$ cat config.mk
export PLATFORM = sky130hd
export DESIGN_NAME = soh_eot_frame_receiver
export DESIGN_NICKNAME = d
export VERILOG_FILES = /design/src/rtl/sefr_pkg.sv /design/src/rtl/sefr_ram.sv /design/src/rtl/soh_eot_frame_receiver.sv
export SDC_FILE = /design/constraint.sdc
export NUM_CORES = 1
export LEC_CHECK = 0
export ABC_CLOCK_PERIOD_IN_PS = 4200
export BUFFER_PORTS_ARGS = -buffer_cell sky130_fd_sc_hd__buf_2
export CORE_ASPECT_RATIO = 0.5
export CORE_UTILIZATION = 30
export DETAILED_ROUTE_END_ITERATION = 7
export GPL_ROUTABILITY_DRIVEN = 0
export GPL_TIMING_DRIVEN = 0
export SYNTH_ARGS = -nofsm -noshare
export SYNTH_HDL_FRONTEND = slang
export SYNTH_SLANG_ARGS = --single-unit
$ cat constraint.sdc
create_clock -name clk -period 4.2 [get_ports clk]
set_clock_uncertainty 0.05 [all_clocks]
set_input_delay 0.42 -clock clk [delete_from_list [all_inputs] [get_ports clk]]
set_output_delay 0.42 -clock clk [all_outputs]
set_load 0.01 [all_outputs]
$ cat src/rtl/sefr_pkg.sv
// ----------------------------------------------------------------------------
// sefr_pkg: shared types and constants of the delimited frame receiver
// Frame store sizing, register indexes and sequencer states.
// ----------------------------------------------------------------------------
package sefr_pkg;

	localparam int FRAME_CAPACITY = 64;
	localparam int ADDR_W         = $clog2(FRAME_CAPACITY);
	localparam int CNT_W          = $clog2(FRAME_CAPACITY + 1);
	localparam int LENGTH_POS     = 2;

	localparam logic [7:0] START_CODE_RESET = 8'h01;
	localparam logic [7:0] END_CODE_RESET   = 8'h04;

	localparam logic REG_START_CODE = 1'b0;
	localparam logic REG_END_CODE   = 1'b1;

	typedef enum logic [1:0] {
		ST_WAIT,
		ST_FRAME,
		ST_FETCH,
		ST_SHOW
	} state_t;

endpackage

$ cat src/rtl/sefr_ram.sv
// ----------------------------------------------------------------------------
// sefr_ram: generic single-port-write, single-port-read RAM
// One write and one registered read per cycle.
// ----------------------------------------------------------------------------
module sefr_ram #(
	parameter int WIDTH = 8,
	parameter int DEPTH = 64
) (
	input  logic                     clk,
	input  logic                     we,
	input  logic [$clog2(DEPTH)-1:0] waddr,
	input  logic [WIDTH-1:0]         wdata,
	input  logic                     re,
	input  logic [$clog2(DEPTH)-1:0] raddr,
	output logic [WIDTH-1:0]         rdata
);

	logic [WIDTH-1:0] mem_q [DEPTH];

	always_ff @(posedge clk) begin
		if (we) begin
			mem_q[waddr] <= wdata;
		end
		if (re) begin
			rdata <= mem_q[raddr];
		end
	end

endmodule

$ cat src/rtl/soh_eot_frame_receiver.sv
// ----------------------------------------------------------------------------
// soh_eot_frame_receiver: start/end delimited frame receiver with length byte
// Collects bytes between start and end codes, checks the length byte and
// replays accepted frames from the frame store.
// ----------------------------------------------------------------------------
// Sequencing: after the end code word of an accepted frame is taken, the
//   store is read in ST_FETCH and the frame starts to leave in ST_SHOW.
// Throughput: one input word per cycle while receiving; replay reads each
//   frame byte from the store, then outputs it, input held off meanwhile.
// Reset: arst_n clears the sequencer and sets start_code to 1, end_code to 4.
module soh_eot_frame_receiver
	import sefr_pkg::*;
(
	input  logic        clk,
	input  logic        arst_n,
	input  logic        s_axis_tvalid,
	output logic        s_axis_tready,
	input  logic [7:0]  s_axis_tdata,   // [7:0] rx_byte
	output logic        m_axis_tvalid,
	input  logic        m_axis_tready,
	output logic [7:0]  m_axis_tdata,   // [7:0] frame_byte
	output logic        m_axis_tlast,
	input  logic        psel,
	input  logic        penable,
	input  logic        pwrite,
	input  logic [2:0]  paddr,
	input  logic [31:0] pwdata,
	output logic [31:0] prdata,
	output logic        pready
);

	state_t state_q, state_d;

	logic [7:0]       start_code_q;
	logic [7:0]       end_code_q;
	logic [CNT_W-1:0] fill_count_q;
	logic             overflowed_q;
	logic [7:0]       length_q;
	logic [CNT_W-1:0] rd_idx_q;

	logic             in_acc;
	logic             out_acc;
	logic             cfg_wr;
	logic             is_start;
	logic             is_end;
	logic             has_room;
	logic [CNT_W-1:0] total;
	logic             frame_ok;
	logic             rd_last;

	logic              ram_we;
	logic [ADDR_W-1:0] ram_waddr;
	logic              ram_re;
	logic [7:0]        ram_rdata;

	assign pready  = 1'b1;
	assign cfg_wr  = psel && penable && pwrite && pready;
	assign prdata  = {24'd0, (paddr[2] == REG_END_CODE) ? end_code_q : start_code_q};

	assign in_acc   = s_axis_tvalid && s_axis_tready;
	assign out_acc  = m_axis_tvalid && m_axis_tready;
	assign is_start = (s_axis_tdata == start_code_q);
	assign is_end   = (s_axis_tdata == end_code_q);
	assign has_room = (fill_count_q < CNT_W'(FRAME_CAPACITY - 1));
	assign total    = fill_count_q + CNT_W'(1);
	assign frame_ok = !overflowed_q
		&& (fill_count_q > CNT_W'(LENGTH_POS))
		&& (fill_count_q < CNT_W'(FRAME_CAPACITY))
		&& (length_q == 8'(total));
	assign rd_last  = (rd_idx_q == fill_count_q);

	// next state
	always_comb begin
		state_d = state_q;
		case (state_q)
			ST_WAIT: begin
				if (in_acc && is_start) begin
					state_d = ST_FRAME;
				end
			end
			ST_FRAME: begin
				if (in_acc && is_end) begin
					state_d = frame_ok ? ST_FETCH : ST_WAIT;
				end
			end
			ST_FETCH: begin
				state_d = ST_SHOW;
			end
			ST_SHOW: begin
				if (out_acc) begin
					state_d = rd_last ? ST_WAIT : ST_FETCH;
				end
			end
			default: begin
				state_d = ST_WAIT;
			end
		endcase
	end

	// outputs and store control
	always_comb begin
		s_axis_tready = 1'b0;
		m_axis_tvalid = 1'b0;
		ram_we        = 1'b0;
		ram_waddr     = fill_count_q[ADDR_W-1:0];
		ram_re        = 1'b0;
		case (state_q)
			ST_WAIT: begin
				s_axis_tready = 1'b1;
				ram_we        = in_acc && is_start;
				ram_waddr     = '0;
			end
			ST_FRAME: begin
				s_axis_tready = 1'b1;
				ram_we        = in_acc && (is_end ? frame_ok : has_room);
			end
			ST_FETCH: begin
				ram_re = 1'b1;
			end
			ST_SHOW: begin
				m_axis_tvalid = 1'b1;
			end
			default: begin
				s_axis_tready = 1'b0;
			end
		endcase
	end

	assign m_axis_tdata = ram_rdata;
	assign m_axis_tlast = rd_last;

	sefr_ram #(
		.WIDTH(8),
		.DEPTH(FRAME_CAPACITY)
	) u_store (
		.clk   (clk),
		.we    (ram_we),
		.waddr (ram_waddr),
		.wdata (s_axis_tdata),
		.re    (ram_re),
		.raddr (rd_idx_q[ADDR_W-1:0]),
		.rdata (ram_rdata)
	);

	always_ff @(posedge clk or negedge arst_n) begin
		if (!arst_n) begin
			state_q      <= ST_WAIT;
			start_code_q <= START_CODE_RESET;
			end_code_q   <= END_CODE_RESET;
			fill_count_q <= CNT_W'(1);
			overflowed_q <= 1'b0;
			rd_idx_q     <= '0;
		end else begin
			state_q <= state_d;
			if (cfg_wr) begin
				if (paddr[2] == REG_START_CODE) begin
					start_code_q <= pwdata[7:0];
				end else begin
					end_code_q <= pwdata[7:0];
				end
			end
			case (state_q)
				ST_WAIT: begin
					fill_count_q <= CNT_W'(1);
					overflowed_q <= 1'b0;
					rd_idx_q     <= '0;
				end
				ST_FRAME: begin
					if (in_acc && !is_end) begin
						if (has_room) begin
							fill_count_q <= total;
						end else begin
							overflowed_q <= 1'b1;
						end
					end
				end
				ST_SHOW: begin
					if (out_acc) begin
						rd_idx_q <= rd_idx_q + CNT_W'(1);
					end
				end
				default: begin
					rd_idx_q <= rd_idx_q;
				end
			endcase
		end
	end

	// hold the length byte as it is stored
	always_ff @(posedge clk) begin
		if (state_q == ST_FRAME && in_acc && !is_end
			&& fill_count_q == CNT_W'(LENGTH_POS)) begin
			length_q <= s_axis_tdata;
		end
	end

endmodule

# Yosys cells after proc, flatten, opt, wreduce, memory -nomap -nowiden
# Memories as Yosys holds them, arrays and structs flattened. A register that Yosys moved wholly into a read port is not among the register bits.
# Cells that the tools add are included.
dict set report totals {
  latchBits 0
  elab_cells 77
  out_inout_bits 44
  rom_bits 0
  ff_bits 41
  mem_count 1
  inputBits 50
  ram_bits 512
}
dict set report classes {
  muxes 23
  magnitude_cmp 3
  n_addsub 2
  n_bitwise 1
  eq_ne 14
  div 0
  reduce_logical 26
  n_shift 0
  mul 0
}
# name depth width read_ports rd_ports_with_merged_regs wr line_no
set mem_list {}
lappend mem_list {u_store.mem_q 64 8 1 1 1 sefr_ram.sv:18} ;# logic [WIDTH-1:0] mem_q [DEPTH];
# operator n
set ops {}
lappend ops {{one-hot mux 7 bit (2 select lines)} 2}
lappend ops {{two-way mux 7 bit} 3}
lappend ops {{== test 8 bit} 2}
lappend ops {{adder 7 x 1 -> 7 bit (second input constant)} 2}
lappend ops {{logical AND 1 bit} 14}
lappend ops {{inequality test 2 bit (second input constant)} 6}
lappend ops {{two-way mux 2 bit} 5}
lappend ops {{AND reduction 3 bit} 3}
lappend ops {{== test 8 x 7 -> 1 bit} 1}
lappend ops {{two-way mux 1 bit} 8}
lappend ops {{two-way mux 8 bit} 1}
lappend ops {{one-hot mux 2 bit (4 select lines)} 1}
lappend ops {{== test 7 x 2 -> 1 bit (second input constant)} 1}
lappend ops {{== test 7 bit} 1}
lappend ops {{> comparator 7 x 2 -> 1 bit (second input constant)} 1}
lappend ops {{less-than comparator 7 x 6 -> 1 bit (second input constant)} 1}
lappend ops {{less-than comparator 7 bit (second input constant)} 1}
lappend ops {{two-way mux 6 bit} 1}
lappend ops {{AND reduction 2 bit} 3}
lappend ops {{== test 2 bit (second input constant)} 2}
lappend ops {{one-hot mux 1 bit (2 select lines)} 2}
lappend ops {{nonzero test 2 bit} 2}
lappend ops {{== test 2 x 1 -> 1 bit (second input constant)} 1}
lappend ops {{logical NOT 1 bit} 2}
lappend ops {{other kinds (3)} 3}

# Longest topological paths before layout
dict set report depth {
  word_depth 9
  mapped_depth 9
  mapped_depth_nobuf 7
}

# By module
# Synthesis repeated with hierarchy kept, for this count alone.
dict set report hier_totals {
  hier_cells 1189
  area_unflattened_um2 22928.2
}
# module n_inst cells_per_inst seq_area_each_um2 area_each_um2
set modules_own_cells {}
lappend modules_own_cells {sefr_ram 1 940 15615.0 20246.9}
lappend modules_own_cells {soh_eot_frame_receiver 1 249 1069.8 2681.3}

# Worst setup path before layout
# OpenSTA, ideal clock, no wires.
dict set report synth_timing {
  kind {flip-flop to flip-flop}
  from {reg fill_count_q[0]}
  to {mem u_store.mem_q[1][0] (enable)}
  setup_ns 0.386
  n_path_buf 1
  required_time_ns 3.764
  path_stages_with_launch 8
  period_less_slack_ns 3.215
  arrival_ns 2.779
  setup_slack_ns 0.985
  path_cell_list {dfstp_2 ha_1 nand3_4 or3_4 a2111oi_4 nand4_4 buf_6 a211oi_1}
}
dict set report synth_via {
  elab_chain_len 9
  elab_cells_between_ends 14
  classes_between {add/sub: 1; order compare: 3; eq/ne: 1; mux: 5; reduce/logical: 4}
}
# item line_no
set synth_lines {}
lappend synth_lines {{start: declaration} soh_eot_frame_receiver.sv:36} ;# logic [CNT_W-1:0] fill_count_q;
lappend synth_lines {{start signal: assignment} soh_eot_frame_receiver.sv:171} ;# fill_count_q <= total;
lappend synth_lines {{branches (longest 9 deep; another with adder 7 x 1 -> 7 bit)} n/a}
lappend synth_lines {{end: declaration} sefr_ram.sv:18}
# Several ways; the timed one is not identified.

==> results.cfg <==
[status]
status = finished with violations
failed_checks = negative setup slack

[floorplanning]
ios = 94
placeableCoreArea_sq_mm = 0.0758
die_area_sq_mm = 0.0784
fp.dieH_um = 198
initial_utilization = 0.306
die_x_um = 395
rows = 71

[drt]
drc = 0
vias = 12679
wl_mm = 62.5
vias_per_cell = 5.20
drt_pre_antenna_iters = 6
drt_iter0_markers = 1625
wl_per_cell_um = 25.6
antenna_left = 0

[synthesis]
synthFlopType = edfxtp_1
netlist_instances = 1221
synth_edf_count = 528
synth.avg_cell_area_sq_um = 19.0
async_flop_share = 0.0588
mappedNetlistArea_sq_mm = 0.0232
ys.warnings.count = 0
synth_seq_cells = 561
synth-seq-area-share = 0.721
synth_cell_types = 69

[timing]
finalWorstSetupSlack_ns = -0.140
rsz0062_at_grt = no
period_share = 1.03
timing.hold.ws_ns = 0.0284
period_needed_ns = 4.34
max_freq_ghz = 0.230
finalHoldViolCount = 0
finalSetupViolations = 1
finalMaxSlewViolations = 0
relSlewSlack = 0.0749
tightest_slew_ns = 1.39

[clock_network]
clock_latency_ns = 0.61
clock_sinks = 561
cts_tree = built
clk_pin_slew_ns = 0.06
numCtsBuffers = 53
cts_buffer_depth = 3
htreeDepth = 2
root_buffer = clkbuf_16

[critical_path]
cp.arrival_ns = 4.58
worstSetupStartpointType = flip-flop
end_kind = flip-flop
critical_path.max_fanout = 10
required_ns = 4.44
worstSetupPathType = flip-flop to flip-flop

[global_routing]
grt_max_degree = 68
grt_first_pass_wirelength_mm = 89.3
antenna_found_initial = 1
grt_pass1_vias = 12198
track_usage = 0.159
overflow = 0

[place]
portBuffers = 40
place_inst = 2331
place_area_sq_mm = 0.0252
dp_hpwl_mm = 41.0

[cells_and_area]
area_growth_pct = 16.5
drive_gt1_frac = 0.302
layout_commonest_cell = edfxtp_1
nFillCells = 7003
final_cell_mix = edfxtp_1 (528), mux4_2 (128), a211oi_2 (59)
final_area_sq_mm = 0.0270
nets = 1425
fin_cells = 2438

[power]
p_per_area_mw_per_mm2 = 472
p_leak_nw = 8.26
vdd_ir_drop_max_v = 0.000303

[min_path]
hp-class = primary input to flip-flop

[flow_run]
drv_cap = 0
## layout make-up
cell class	count	area [sq um]	share of cell area
diodes	1	2.50	0.0000928
repair buffers	73	494	0.0183
inverters	8	30.0	0.00111
clock buffers	67	1430	0.0531
clock inverters	31	253	0.00937
flip-flops and latches	561	16700	0.619
well taps	1022	1280	0.0474
multi-input cells	571	6160	0.228
plain buffers	104	633	0.0235
## worst max-delay path, stage by stage (launching register included)
cell	delay (ns)
dfrtp_1	0.49
buf_2	0.37
buf_1	0.77
clkbuf_1	0.87
mux4_2	0.44
a311oi_1	0.77
o31ai_1	0.24
## cells in the mapped netlist (9+ instances only)
cell type    n  area share
edfxtp_1   528        0.68
dfrtp_1     30       0.032
buf_2       15      0.0032
o21ai_0     18      0.0039
nand2b_1     9      0.0024
a211oi_1    59       0.019
nand2_1     48      0.0078
clkbuf_1    37      0.0060
buf_6       10      0.0049
mux4_2     128        0.12
nand3_1     30      0.0065
o22ai_1     12      0.0032
nor3_1      12      0.0026
a21oi_1     13      0.0028
a22oi_1     17      0.0055
xnor2_1     28       0.011
buf_4       31       0.010
nor2_1      26      0.0042
mux2_2      29       0.014
## state kept, by name, summed over array words and instances (netlist names)
signal and flops:
length_q 8, end_code_q 8, u_store.mem_q 512, overflowed_q 1, rd_idx_q 7, state_q 2, start_code_q 8, u_store.rdata 8
fill_count_q 7
## cell families (layout without fill, tap and decap cells)
group	Yosys count	in the layout	synth area share
and+or+nand+nor	182	182	0.0415
adders and majority gates	3	3	0.00162
DFF	561	561	0.721
xor gates and xnor gates	36	36	0.0136
buffers and inverters	112	283	0.0286
AOI/OAI and AO/OA	161	161	0.0520
other	2	26	0.000324
muxes	164	164	0.142
## path summary, 6_finish.rpt
| kind | depth (start not counted) | slack (ns) | startpoint | to |
|---|---|---|---|---|
| worst min register to register | 1 | 0.50 | start_code_q[5] | start_code_q[5] |
| worst min-delay path | 2 | 0.03 | pwdata[4] | end_code_q[4] |
| worst max register to register | 6 | -0.14 | rd_idx_q[1] | u_store.rdata[2] |
| max in group asynchronous | 2 | 3.18 | arst_n | end_code_q[1] |
| min in group asynchronous | 2 | 0.40 | arst_n | state_q[1] |
| worst max-delay path | 6 | -0.14 | rd_idx_q[1] | u_store.rdata[2] |
## stage by stage
stage	setup slack (ns)	total power [mW]	TNS, ns	util
floorplan	0.985	7.47	0	-
global route	0.0282	13.1	0	0.356
CTS	0.0573	12.8	0	0.356
global placement	-0.970	7.96	-277.39	0.326
detailed placement	-0.337	8.10	-60.43	0.332
finish	-0.140	12.7	-0.140	0.356
## metal layers
| layer | track usage | vias to the layer above | share of wire | wire, um |
|---|---|---|---|---|
| met5 | 0 | - | 0 | 0 |
| met4 | 0.0485 | 0 | 0.027 | 1700 |
| met3 | 0.0317 | 115 | 0.081 | 5100 |
| met2 | 0.249 | 582 | 0.46 | 28600 |
| met1 | 0.223 | 6694 | 0.43 | 27100 |
| li1 | - | 5288 | - | - |
## power breakdown
| part | switching [mW] | total (mW) | internal (mW) |
|---|---|---|---|
| clock network | 2.08 | 4.73 | 2.65 |
| registers | 0.0807 | 6.46 | 6.38 |
| logic | 1.07 | 1.54 | 0.477 |
| total | 3.22 | 12.7 | 9.51 |
## repair_timing
action,4_1_cts,5_1_grt
hold buffers,8,0
hold endpoints to repair,42,0
resized for setup,0,0
buffers inserted,0,0
(Power assumes the default switching activity.)
